`config.mk`:
```
export PLATFORM = sky130hd
export DESIGN_NAME = keyword_token_lexer
export DESIGN_NICKNAME = d
export VERILOG_FILES = /design/src/design/klx_pkg.sv /design/src/design/klx_front.sv /design/src/design/klx_cmd_fifo.sv /design/src/design/klx_back.sv /design/src/design/keyword_token_lexer.sv
export SDC_FILE = /design/constraint.sdc
export NUM_CORES = 1
export LEC_CHECK = 0
export BUFFER_PORTS_ARGS = -buffer_cell sky130_fd_sc_hd__clkbuf_2
export CORE_MARGIN = 2
export CORE_UTILIZATION = 30
export CTS_CLUSTER_SIZE = 16
export DETAILED_ROUTE_END_ITERATION = 6
export SETUP_SLACK_MARGIN = 0.2
export SYNTH_ARGS = -nofsm -noshare
export SYNTH_HDL_FRONTEND = slang
export SYNTH_HIERARCHICAL = 1
export SYNTH_SLANG_ARGS = --single-unit
export TNS_END_PERCENT = 1
```
`constraint.sdc`:
```
create_clock -name i_clk -period 5.39 [get_ports i_clk]
set_input_delay 1.078 -clock i_clk [delete_from_list [all_inputs] [get_ports i_clk]]
set_output_delay 1.078 -clock i_clk [all_outputs]
set_load 0.05 [all_outputs]
```
`src/design/klx_pkg.sv`:
```
// ----------------------------------------------------------------------------
// klx_pkg
// Shared constants, types and the keyword matcher of the token lexer.
// ----------------------------------------------------------------------------
`default_nettype none

package klx_pkg;

    // Sizing
    localparam int MAX_CHARS   = 7;
    localparam int LINE_BITS   = 16;
    localparam int CHARS_W     = 8 * MAX_CHARS;
    localparam int LEN_W       = $clog2(MAX_CHARS + 1);
    localparam int TEXT_W      = 56;
    localparam int TLEN_W      = 3;
    localparam int LINE_OUT_W  = 16;
    localparam int CMDQ_DEPTH  = 4;
    localparam int CMDQ_PTR_W  = $clog2(CMDQ_DEPTH);
    localparam int CMDQ_CNT_W  = $clog2(CMDQ_DEPTH + 1);
    localparam int NUM_WORDS   = 9;

    // Token kinds
    localparam logic [2:0] KIND_SEP = 3'd0;
    localparam logic [2:0] KIND_OP  = 3'd1;
    localparam logic [2:0] KIND_NUM = 3'd2;
    localparam logic [2:0] KIND_KEY = 3'd3;
    localparam logic [2:0] KIND_CMP = 3'd4;
    localparam logic [2:0] KIND_ID  = 3'd5;
    localparam logic [2:0] KIND_END = 3'd6;

    // Word codes
    localparam logic [3:0] WID_NONE = 4'd0;

    // Character codes
    localparam logic [7:0] CH_SEMI   = 8'h3B;
    localparam logic [7:0] CH_COMMA  = 8'h2C;
    localparam logic [7:0] CH_LPAREN = 8'h28;
    localparam logic [7:0] CH_RPAREN = 8'h29;
    localparam logic [7:0] CH_LBRACE = 8'h7B;
    localparam logic [7:0] CH_RBRACE = 8'h7D;
    localparam logic [7:0] CH_EQUAL  = 8'h3D;
    localparam logic [7:0] CH_PLUS   = 8'h2B;
    localparam logic [7:0] CH_MINUS  = 8'h2D;
    localparam logic [7:0] CH_STAR   = 8'h2A;
    localparam logic [7:0] CH_SLASH  = 8'h2F;
    localparam logic [7:0] CH_PCENT  = 8'h25;
    localparam logic [7:0] CH_NL     = 8'h0A;

    // Request from front to back
    typedef struct packed {
        logic                 has_run;
        logic                 run_word;
        logic [CHARS_W-1:0]   run_chars;
        logic [LEN_W-1:0]     run_len;
        logic                 run_ovf;
        logic                 has_sym;
        logic [2:0]           sym_kind;
        logic [7:0]           sym_char;
        logic [LINE_BITS-1:0] line;
    } t_cmd;

    typedef struct packed {
        logic [2:0] kind;
        logic [3:0] word_id;
    } t_match;

    // Spelling of each reserved word, first character in the lowest byte
    function automatic logic [63:0] word_spell(input int idx);
        logic [63:0] s;
        unique case (idx)
            0:       s = 64'h0000_0000_7469_7865; // exit
            1:       s = 64'h0000_0000_0074_6e69; // int
            2:       s = 64'h0000_0000_0000_6669; // if
            3:       s = 64'h0000_0065_6c69_6877; // while
            4:       s = 64'h0000_0065_7469_7277; // write
            5:       s = 64'h0000_0000_0000_7165; // eq
            6:       s = 64'h0000_0000_0071_656e; // neq
            7:       s = 64'h0000_0000_7373_656c; // less
            8:       s = 64'h0072_6574_6165_7267; // greater
            default: s = 64'h0;
        endcase
        return s;
    endfunction

    function automatic int word_len(input int idx);
        int n;
        unique case (idx)
            0, 7:    n = 4;
            1, 6:    n = 3;
            2, 5:    n = 2;
            3, 4:    n = 5;
            8:       n = 7;
            default: n = 0;
        endcase
        return n;
    endfunction

    // Classify a word run; the first matching entry wins
    function automatic t_match match_word(input logic [CHARS_W-1:0] chars,
                                          input logic [LEN_W-1:0]   len,
                                          input logic               ovf);
        t_match m;
        m.kind    = KIND_ID;
        m.word_id = WID_NONE;
        for (int i = NUM_WORDS - 1; i >= 0; i--) begin
            if (!ovf && (64'(chars) == word_spell(i)) &&
                (len == LEN_W'(word_len(i)))) begin
                m.kind    = (i < 6) ? KIND_KEY : KIND_CMP;
                m.word_id = 4'(i + 1);
            end
        end
        return m;
    endfunction

    // Low bits of the line counter for the result port
    function automatic logic [LINE_OUT_W-1:0] line_out(input logic [LINE_BITS-1:0] x);
        logic [LINE_BITS+LINE_OUT_W-1:0] t;
        t = (LINE_BITS + LINE_OUT_W)'(x);
        return t[LINE_OUT_W-1:0];
    endfunction

endpackage

`default_nettype wire

```
`src/design/klx_front.sv`:
```
// ----------------------------------------------------------------------------
// klx_front
// Accepts source bytes, tracks the pending run and the line counter, and
// posts one request per byte that causes tokens.
// ----------------------------------------------------------------------------
`default_nettype none

module klx_front (
    input  wire logic          i_clk,
    input  wire logic          i_rst_n,
    input  wire logic          i_push,
    input  wire logic [7:0]    i_char,
    input  wire logic          i_end,
    input  wire logic          i_cmd_full,
    output logic               o_cmd_push,
    output klx_pkg::t_cmd      o_cmd
);

    typedef enum logic [2:0] {
        RUN_NONE = 3'b001,
        RUN_NUM  = 3'b010,
        RUN_WORD = 3'b100
    } t_run;

    t_run                          r_mode, n_mode;
    logic [klx_pkg::CHARS_W-1:0]   r_chars, n_chars;
    logic [klx_pkg::LEN_W-1:0]     r_len, n_len;
    logic                          r_ovf, n_ovf;
    logic [klx_pkg::LINE_BITS-1:0] r_line, n_line;

    logic                          accept;
    logic                          is_dig, is_let, is_sep, is_op, is_nl, cont;
    logic [klx_pkg::CHARS_W-1:0]   base_chars, app_chars;
    logic [klx_pkg::LEN_W-1:0]     base_len, app_len;
    logic                          base_ovf, app_ovf;

    assign accept = i_push && !i_cmd_full;

    // Classify the byte
    assign is_dig = (i_char >= 8'h30) && (i_char <= 8'h39);
    assign is_let = ((i_char >= 8'h61) && (i_char <= 8'h7A)) ||
                    ((i_char >= 8'h41) && (i_char <= 8'h5A));
    assign is_sep = (i_char == klx_pkg::CH_SEMI)   || (i_char == klx_pkg::CH_COMMA)  ||
                    (i_char == klx_pkg::CH_LPAREN) || (i_char == klx_pkg::CH_RPAREN) ||
                    (i_char == klx_pkg::CH_LBRACE) || (i_char == klx_pkg::CH_RBRACE);
    assign is_op  = (i_char == klx_pkg::CH_EQUAL) || (i_char == klx_pkg::CH_PLUS)  ||
                    (i_char == klx_pkg::CH_MINUS) || (i_char == klx_pkg::CH_STAR)  ||
                    (i_char == klx_pkg::CH_SLASH) || (i_char == klx_pkg::CH_PCENT);
    assign is_nl  = (i_char == klx_pkg::CH_NL);
    assign cont   = !i_end && (((r_mode == RUN_NUM) && is_dig) ||
                               ((r_mode == RUN_WORD) && is_let));

    // Append the byte to the run, or to a fresh one
    always_comb begin
        base_chars = cont ? r_chars : '0;
        base_len   = cont ? r_len   : '0;
        base_ovf   = cont ? r_ovf   : 1'b0;
        app_chars  = base_chars;
        app_len    = base_len;
        app_ovf    = base_ovf;
        for (int i = 0; i < klx_pkg::MAX_CHARS; i++) begin
            if (base_len == klx_pkg::LEN_W'(i)) begin
                app_chars[8*i +: 8] = i_char;
            end
        end
        if (base_len < klx_pkg::LEN_W'(klx_pkg::MAX_CHARS)) begin
            app_len = base_len + 1'b1;
        end else begin
            app_chars = base_chars;
            app_ovf   = 1'b1;
        end
    end

    // Build the request and the next run state
    always_comb begin
        n_mode  = r_mode;
        n_chars = r_chars;
        n_len   = r_len;
        n_ovf   = r_ovf;
        n_line  = r_line;

        o_cmd.has_run   = !cont && (r_mode != RUN_NONE);
        o_cmd.run_word  = (r_mode == RUN_WORD);
        o_cmd.run_chars = r_chars;
        o_cmd.run_len   = r_len;
        o_cmd.run_ovf   = r_ovf;
        o_cmd.has_sym   = i_end || (is_sep || is_op);
        o_cmd.sym_kind  = i_end ? klx_pkg::KIND_END :
                          (is_sep ? klx_pkg::KIND_SEP : klx_pkg::KIND_OP);
        o_cmd.sym_char  = i_end ? 8'h00 : i_char;
        o_cmd.line      = r_line;
        o_cmd_push      = accept && (o_cmd.has_run || o_cmd.has_sym);

        if (accept) begin
            if (i_end || !(cont || is_dig || is_let)) begin
                n_mode  = RUN_NONE;
                n_chars = '0;
                n_len   = '0;
                n_ovf   = 1'b0;
                if (!i_end && is_nl && (r_line != '1)) begin
                    n_line = r_line + 1'b1;
                end
            end else begin
                if (!cont) begin
                    n_mode = is_dig ? RUN_NUM : RUN_WORD;
                end
                n_chars = app_chars;
                n_len   = app_len;
                n_ovf   = app_ovf;
            end
        end
    end

    // Hold the run state
    always_ff @(posedge i_clk) begin
        if (!i_rst_n) begin
            r_mode  <= RUN_NONE;
            r_chars <= '0;
            r_len   <= '0;
            r_ovf   <= 1'b0;
            r_line  <= '0;
        end else begin
            r_mode  <= n_mode;
            r_chars <= n_chars;
            r_len   <= n_len;
            r_ovf   <= n_ovf;
            r_line  <= n_line;
        end
    end

endmodule

`default_nettype wire

```
`src/design/klx_cmd_fifo.sv`:
```
// ----------------------------------------------------------------------------
// klx_cmd_fifo
// Short request queue between the front and back of the lexer.
// ----------------------------------------------------------------------------
`default_nettype none

module klx_cmd_fifo (
    input  wire logic          i_clk,
    input  wire logic          i_rst_n,
    input  wire logic          i_push,
    input  wire klx_pkg::t_cmd i_cmd,
    output logic               o_full,
    input  wire logic          i_pop,
    output klx_pkg::t_cmd      o_head,
    output logic               o_empty
);

    klx_pkg::t_cmd                  r_mem [klx_pkg::CMDQ_DEPTH];
    logic [klx_pkg::CMDQ_PTR_W-1:0] r_wr_ptr, r_rd_ptr;
    logic [klx_pkg::CMDQ_CNT_W-1:0] r_count;
    logic                           do_push, do_pop;

    assign o_full  = (r_count == klx_pkg::CMDQ_CNT_W'(klx_pkg::CMDQ_DEPTH));
    assign o_empty = (r_count == '0);
    assign o_head  = r_mem[r_rd_ptr];
    assign do_push = i_push && !o_full;
    assign do_pop  = i_pop && !o_empty;

    // Store requests
    always_ff @(posedge i_clk) begin
        if (do_push) begin
            r_mem[r_wr_ptr] <= i_cmd;
        end
    end

    // Advance pointers and count
    always_ff @(posedge i_clk) begin
        if (!i_rst_n) begin
            r_wr_ptr <= '0;
            r_rd_ptr <= '0;
            r_count  <= '0;
        end else begin
            if (do_push) begin
                r_wr_ptr <= r_wr_ptr + 1'b1;
            end
            if (do_pop) begin
                r_rd_ptr <= r_rd_ptr + 1'b1;
            end
            unique case ({do_push, do_pop})
                2'b10:   r_count <= r_count + 1'b1;
                2'b01:   r_count <= r_count - 1'b1;
                default: r_count <= r_count;
            endcase
        end
    end

endmodule

`default_nettype wire

```
`src/design/klx_back.sv`:
```
// ----------------------------------------------------------------------------
// klx_back
// Expands each request into its tokens, matches reserved words and holds
// the oldest token on the result ports.
// ----------------------------------------------------------------------------
`default_nettype none

module klx_back (
    input  wire logic                             i_clk,
    input  wire logic                             i_rst_n,
    input  wire klx_pkg::t_cmd                    i_head,
    input  wire logic                             i_cmd_empty,
    output logic                                  o_cmd_pop,
    output logic                                  o_empty,
    input  wire logic                             i_pop,
    output logic [2:0]                            o_kind,
    output logic [3:0]                            o_word_id,
    output logic [klx_pkg::TEXT_W-1:0]            o_text,
    output logic [klx_pkg::TLEN_W-1:0]            o_text_len,
    output logic                                  o_too_long,
    output logic [klx_pkg::LINE_OUT_W-1:0]        o_line,
    output logic                                  o_last
);

    typedef enum logic [1:0] {
        BK_RUN = 2'b01,
        BK_SYM = 2'b10
    } t_back_state;

    t_back_state                     r_state, n_state;
    logic                            r_valid;
    logic [2:0]                      r_kind, n_kind;
    logic [3:0]                      r_word_id, n_word_id;
    logic [klx_pkg::TEXT_W-1:0]      r_text, n_text;
    logic [klx_pkg::TLEN_W-1:0]      r_text_len, n_text_len;
    logic                            r_too_long, n_too_long;
    logic [klx_pkg::LINE_OUT_W-1:0]  r_line, n_line;
    logic                            r_last, n_last;

    logic                            load, emit_run;
    klx_pkg::t_match                 wmatch;

    assign load     = !i_cmd_empty && (!r_valid || i_pop);
    assign emit_run = i_head.has_run && (r_state == BK_RUN);
    assign wmatch   = klx_pkg::match_word(i_head.run_chars, i_head.run_len,
                                          i_head.run_ovf);

    // Select the next token from the head request
    always_comb begin
        n_line = klx_pkg::line_out(i_head.line);
        if (emit_run) begin
            n_kind     = i_head.run_word ? wmatch.kind    : klx_pkg::KIND_NUM;
            n_word_id  = i_head.run_word ? wmatch.word_id : klx_pkg::WID_NONE;
            n_text     = klx_pkg::TEXT_W'(i_head.run_chars);
            n_text_len = klx_pkg::TLEN_W'(i_head.run_len);
            n_too_long = i_head.run_ovf;
            n_last     = !i_head.has_sym;
        end else begin
            n_kind     = i_head.sym_kind;
            n_word_id  = klx_pkg::WID_NONE;
            n_text     = klx_pkg::TEXT_W'(i_head.sym_char);
            n_text_len = (i_head.sym_kind == klx_pkg::KIND_END) ?
                         klx_pkg::TLEN_W'(0) : klx_pkg::TLEN_W'(1);
            n_too_long = 1'b0;
            n_last     = 1'b1;
        end
    end

    // Drop the request once its last token is out
    always_comb begin
        o_cmd_pop = 1'b0;
        n_state   = r_state;
        if (load) begin
            if (emit_run && i_head.has_sym) begin
                n_state = BK_SYM;
            end else begin
                n_state   = BK_RUN;
                o_cmd_pop = 1'b1;
            end
        end
    end

    // Control state
    always_ff @(posedge i_clk) begin
        if (!i_rst_n) begin
            r_state <= BK_RUN;
            r_valid <= 1'b0;
        end else begin
            r_state <= n_state;
            if (load) begin
                r_valid <= 1'b1;
            end else if (i_pop) begin
                r_valid <= 1'b0;
            end
        end
    end

    // Result register
    always_ff @(posedge i_clk) begin
        if (load) begin
            r_kind     <= n_kind;
            r_word_id  <= n_word_id;
            r_text     <= n_text;
            r_text_len <= n_text_len;
            r_too_long <= n_too_long;
            r_line     <= n_line;
            r_last     <= n_last;
        end
    end

    assign o_empty    = !r_valid;
    assign o_kind     = r_kind;
    assign o_word_id  = r_word_id;
    assign o_text     = r_text;
    assign o_text_len = r_text_len;
    assign o_too_long = r_too_long;
    assign o_line     = r_line;
    assign o_last     = r_last;

endmodule

`default_nettype wire

```
`src/design/keyword_token_lexer.sv`:
```
// A token reaches the result ports through the request queue and the result register;
// the second token of a byte follows once the first has been popped.
// Throughput: one byte per cycle unless the queue is full; the back emits one token per
// cycle while results are popped; the four-entry request queue absorbs two-token bytes.
// Reset (synchronous, active low) clears the run, the line counter and the request
// queue, and empties the result register.
// ----------------------------------------------------------------------------
// keyword_token_lexer
// Streaming lexer: bytes in, classified tokens out, queue handshake on both sides.
// ----------------------------------------------------------------------------
`default_nettype none

module keyword_token_lexer (
    input  wire logic                              i_clk,
    input  wire logic                              i_rst_n,
    input  wire logic                              push,
    output logic                                   full,
    input  wire logic [7:0]                        i_char_in,
    input  wire logic                              i_end_of_text,
    output logic                                   empty,
    input  wire logic                              pop,
    output logic [2:0]                             o_kind,
    output logic [3:0]                             o_word_id,
    output logic [klx_pkg::TEXT_W-1:0]             o_text,
    output logic [klx_pkg::TLEN_W-1:0]             o_text_len,
    output logic                                   o_too_long,
    output logic [klx_pkg::LINE_OUT_W-1:0]         o_line,
    output logic                                   o_last
);

    klx_pkg::t_cmd front_cmd, head_cmd;
    logic          cmd_push, cmd_full, cmd_pop, cmd_empty;

    assign full = cmd_full;

    // Front: accept and classify bytes
    klx_front u_front (
        .i_clk      (i_clk),
        .i_rst_n    (i_rst_n),
        .i_push     (push),
        .i_char     (i_char_in),
        .i_end      (i_end_of_text),
        .i_cmd_full (cmd_full),
        .o_cmd_push (cmd_push),
        .o_cmd      (front_cmd)
    );

    // Request queue
    klx_cmd_fifo u_fifo (
        .i_clk   (i_clk),
        .i_rst_n (i_rst_n),
        .i_push  (cmd_push),
        .i_cmd   (front_cmd),
        .o_full  (cmd_full),
        .i_pop   (cmd_pop),
        .o_head  (head_cmd),
        .o_empty (cmd_empty)
    );

    // Back: emit tokens
    klx_back u_back (
        .i_clk       (i_clk),
        .i_rst_n     (i_rst_n),
        .i_head      (head_cmd),
        .i_cmd_empty (cmd_empty),
        .o_cmd_pop   (cmd_pop),
        .o_empty     (empty),
        .i_pop       (pop),
        .o_kind      (o_kind),
        .o_word_id   (o_word_id),
        .o_text      (o_text),
        .o_text_len  (o_text_len),
        .o_too_long  (o_too_long),
        .o_line      (o_line),
        .o_last      (o_last)
    );

endmodule

`default_nettype wire

```
# After elaboration in Yosys (flattened, before gate mapping)
# Memory sizes are Yosys's and may differ from the RTL's. A register that Yosys moved wholly into a read port is not among the register bits.
# Index checks and enable logic that the tools add are counted.
[word_totals]
wordCells = 199
register_bits = 173
mem_count = 1
mem_bits_rw = 360
out_inout_bits = 86
[op_classes]
order_cmp = 7
addsub = 6
eq_ne = 44
muxes = 46
n_reduce_logical = 72
bitwise_logic = 2
[mem_list]
columns = ["name", "words", "width", "read_ports", "rd_ports_with_merged_regs", "write_ports", "line", "rtl"]
rows = [
  ["u_fifo.r_mem", 4, 90, 1, 1, 1, "klx_cmd_fifo.sv:18", "klx_pkg::t_cmd r_mem [klx_pkg::CMDQ_DEPTH];"],
]
[op_table]
columns = ["operator", "count"]
rows = [
  ["two-way mux 56 bit", 3],
  ["equality test 56 x 15 -> 1 bit, second input constant", 2],
  ["equality test 56 x 23 -> 1 bit, second input constant", 2],
  ["equality test 56 x 31 -> 1 bit, second input constant", 2],
  ["equality test 56 x 39 -> 1 bit, second input constant", 2],
  ["equality test 8 x 6 -> 1 bit, second input constant", 10],
  ["two-way mux 8 bit", 9],
  ["equality test 56 x 55 -> 1 bit, second input constant", 1],
  ["two-way mux 7 bit", 6],
  ["logical AND 1 bit", 34],
  ["two-way mux 3 bit", 10],
  ["equality test 3 bit, second input constant", 9],
  ["logical OR 1 bit", 19],
  ["adder 16 x 1 -> 16 bit, second input constant", 1],
  ["equality test 8 x 7 -> 1 bit, second input constant", 2],
  ["greater-or-equal comparator 8 x 7 -> 1 bit, second input constant", 2],
  ["less-or-equal comparator 8 x 7 -> 1 bit, second input constant", 2],
  ["inequality test 16 bit, second input constant", 1],
  ["equality test 3 x 2 -> 1 bit, second input constant", 5],
  ["two-way mux 5 bit", 3],
  ["two-way mux 1 bit", 11],
  ["OR reduction 9 bit", 1],
  ["equality test 8 x 4 -> 1 bit, second input constant", 1],
  ["greater-or-equal comparator 8 x 6 -> 1 bit, second input constant", 1],
  ["21 further kinds", 38],
]

# Depth between registers and ports, before layout
[depth]
depth_word = 14
depth_mapped = 16
depth_no_buf = 13

# Cells and area by module
# Netlist, hierarchy kept.
[modules_own_cells]
columns = ["module", "cells_each", "seq_area_each_um2", "area_per_inst_um2", "instances"]
rows = [
  ["klx_cmd_fifo", 524, 10990.5, 13573.0, 1],
  ["klx_back", 288, 2582.5, 3856.2, 1],
  ["klx_front", 379, 1581.5, 3577.2, 1],
]

# Least setup slack after synthesis
# Ideal clock, no wire load.
[synth_timing]
path_type = "input -> register"
from = "input i_char_in[2]"
to = "memory u_fifo/r_mem[0][0] (netlist bit) (enable)"
path_buffers = 2
arrival_time_ns = 4.925
slack_ns = 0.007
stages = 9
setup_time_ns = 0.459
t_required_ns = 4.931
path_cell_list = "or4_1 o221ai_2 o31ai_1 clkbuf_1 a21oi_1 o21a_1 nor2b_1 buf_2 and2_1"
[synth_lines]
columns = ["item", "line", "rtl"]
rows = [
  ["start, declared", "keyword_token_lexer.sv:18", "input wire logic [7:0] i_char_in,"],
  ["end, declared", "klx_cmd_fifo.sv:18", ""],
]

==> results.json <==
{
  "worst-path-max-fanout": 31,
  "hold_ws_ps": 489,
  "synth_top_family_by_area": "multiplexers",
  "die_w_um": 269,
  "seq_area_mm2": 0.0152,
  "grt.overflow.total": 0,
  "port_buffers": 98,
  "rows": 97,
  "synth-compound-area-share_pct": 5.60,
  "antenna_found_initial": 0,
  "cts_tree": "yes",
  "end_kind": "flop",
  "crit_type": "in -> reg",
  "die_h_um": 269,
  "dr.pass1.iters": 6,
  "cts_hold_buf": 0,
  "slew_headroom_pct": 21.8,
  "grt_max_degree": 55,
  "ys.flop_type": "edfxtp_1",
  "drt-initial-drc-count": 943,
  "postRouteAntennaNets": 0,
  "ys_top_cells_by_count": "444 x edfxtp_1, 91 x dfxtp_1, 90 x mux4_2, 70 x and2_1, 63 x nand2_1",
  "synthCells": 1191,
  "setup_tns_ps": 0,
  "path_common_cell": "buf_4",
  "viasPerCell": 4.90,
  "r2r_cells": 8,
  "yosysSeqAreaShare_pct": 72.1,
  "syn-cell-area_mm2": 0.0210,
  "yosysWarnings": 6,
  "synth_cell_types": 77,
  "cp_slowest_stage_delay_ps": 640,
  "synth.mux.area_fraction_pct": 10.3,
  "grt_pass1_wl_um": 72300,
  "dieArea_mm2": 0.0722,
  "finalInstanceArea_mm2": 0.0243,
  "outcome": "completed",
  "synth.most_common_cell": "edfxtp_1",
  "drc_errors": 0,
  "synth_top_area_share_pct": 63.5,
  "slowest_stage": "or4_1",
  "multi_input_area_mm2": 0.00538,
  "grt_pass1_vias": 11200,
  "postPlaceCellArea_mm2": 0.0225,
  "vias": 11217,
  "skew_ps": 24.9,
  "start_kind": "primary input",
  "synth_area_per_cell_um2": 17.6,
  "setup_viol": 0,
  "vdd_drop_max_v": 0.000371,
  "leakage_nw": 7.95,
  "synth_area_leaders": "edfxtp_1 63%, mux4_2 9.6%, dfxtp_1 8.7%",
  "cts.sinks": 535,
  "finalHoldViolations": 0,
  "cts_root_buffer": "clkbuf_16",
  "io_pins": 99,
  "fillers": 6664,
  "core_area_mm2": 0.0697,
  "drive_above_1_share_pct": 23.9,
  "synth_simple_gate_area_share_pct": 8.46,
  "period_needed_ps": 4210,
  "worst_pin_slew_ps": 1170,
  "track_usage_pct": 13.4,
  "period_share_pct": 78.1,
  "hpwlAfterDp_um": 32600,
  "synth_async_sr_flop_share_pct": 0,
  "power_density_mw_per_mm2": 453,
  "synth_xor_area_share_pct": 0.334,
  "rsz0062_at_grt": "no",
  "syn2layout_area_growth_pct": 15.5,
  "clkSlewWorstSetupHoldPaths_ps": 60,
  "slew_violations": 0,
  "drv_cap": 0,
  "design_power_total_mw": 11.0,
  "drt-total-wl_um": 48400,
  "hp-class": "reg -> reg",
  "clock_latency_ps": 600,
  "gp_congestion": 0.847,
  "wl_per_cell_um": 21.1,
  "crit_required_ps": 5640,
  "cts_buffer_depth": 3,
  "synth_fa_ha_area_share_pct": 0.739,
  "syn-num-nets": 1215,
  "cts_buffers": 54,
  "htreeDepth": 2,
  "ys_seq_elements": 535,
  "fmax_mhz": 238,
  "final_net_count": 1330,
  "final_core_util_pct": 34.8,
  "synth-edff-count": 444,
  "crit_chain": "clkbuf_2 -> or4_1 -> o221ai_2 -> o31ai_4 -> buf_4 -> a21oi_1 -> o21a_1 -> nor2b_1 -> and2_4 -> buf_4",
  "cp.arrival_ps": 4460,
  "synth_largest_area_cell": "edfxtp_1",
  "cts_resized": 0,
  "postCtsSetupBuffers": 0,
  "min_delay_path_depth": 0,
  "initial_core_util_pct": 30.2
}
==> stage by stage <==
stage / setup WS [ps] / std cells
6_report: 1180 / 2291
5_1_grt: 935 / 2290
4_1_cts: 1210 / 2290
3_5_place_dp: 580 / 2190
3_3_place_gp: 732 / 2190
2_1_floorplan: 6.86 / 1191
==> sequential cells by signal, indices dropped and copies added (netlist names), 4 cells and up, named ones only <==
register and count:
u_back/o_line 16, u_back/o_text 56, u_back/o_word_id 4, u_fifo/r_mem 360, u_front/r_chars 56, u_front/r_line 16
==> layer usage <==
| layer | global-route usage [%] | wire, µm | part of all wire [%] | up-vias |
|---|---|---|---|---|
| li1 | - | - | - | 5022 |
| met1 | 18.4 | 21700 | 45 | 5810 |
| met2 | 21.9 | 23300 | 48 | 318 |
| met3 | 2.00 | 2320 | 4.8 | 67 |
| met4 | 4.34 | 1070 | 2.2 | 0 |
| met5 | 0 | 0 | 0 | - |
==> critical path, delay by kind of cell <==
family	cells	cell delay [ps]
compound gates	4	900
buf+inv	3	880
simple gates	3	1590
==> worst paths after layout <==
| path | startpoint | end | slack, ps |
|---|---|---|---|
| worst min register to register | u_front/r_chars[4] | u_fifo/r_mem[1][36] | 490 |
| worst min-delay path | u_front/r_chars[4] | u_fifo/r_mem[1][36] | 490 |
| worst max-delay path | i_char_in[2] | u_fifo/r_mem[0][43] | 1180 |
| worst max register to register | flop | u_back/o_kind[0] | 1380 |
==> logic make-up after synthesis <==
family | after synthesis
multiplexers | 103
XOR/XNOR | 8
flip-flops | 535
buffers and inverters | 81
adder cells (fa/ha/maj) | 12
AND/OR/NAND/NOR | 299
AO/OA/AOI/OAI | 153
==> area by class of cell <==
class / count / share of cell area, %
Antenna cell: 1 / 0.0103
Tap cell: 940 / 4.85
Sequential cell: 535 / 62.5
Timing Repair Buffer: 119 / 3.03
Multi-Input combinational cell: 575 / 22.2
Inverter: 21 / 0.335
Clock buffer: 83 / 6.66
Clock inverter: 17 / 0.490
==> cells in the final DEF (no fill, tap or decap), types with 6 or more instances in the layout <==
master and n:
edfxtp_1 444, clkbuf_2 98, mux4_2 90, dfxtp_1 89
and2_1 66, nand2_1 63, clkbuf_16 58, o211ai_1 25
nand3_1 23, o31ai_1 22, inv_1 19, clkbuf_1 18
and3_1 16, nor2b_1 15, a2bb2o_1 15, buf_4 14
nor2_1 14, o21ai_0 14, nor4_1 13, nand4_1 13
a32o_1 13, nor3_1 11, a21boi_1 11, a21oi_1 10
ha_1 10, o21ai_1 10, clkinv_2 9, or3_1 8
mux2_2 8, clkbuf_8 7, nand2b_1 7, buf_12 7
nor4bb_1 6, or4_1 6, xnor2_1 6
==> power by group <==
group | total, mW | leakage [nW] | internal, mW | switching (mW)
clock | 3.62 | 0.849 | 2.11 | 1.51
sequential | 5.10 | 4.95 | 4.95 | 0.148
combinational | 2.28 | 2.15 | 0.569 | 1.71
total | 11.0 | 7.95 | 7.63 | 3.37
Note: power is estimated with default switching activity, not from simulation.
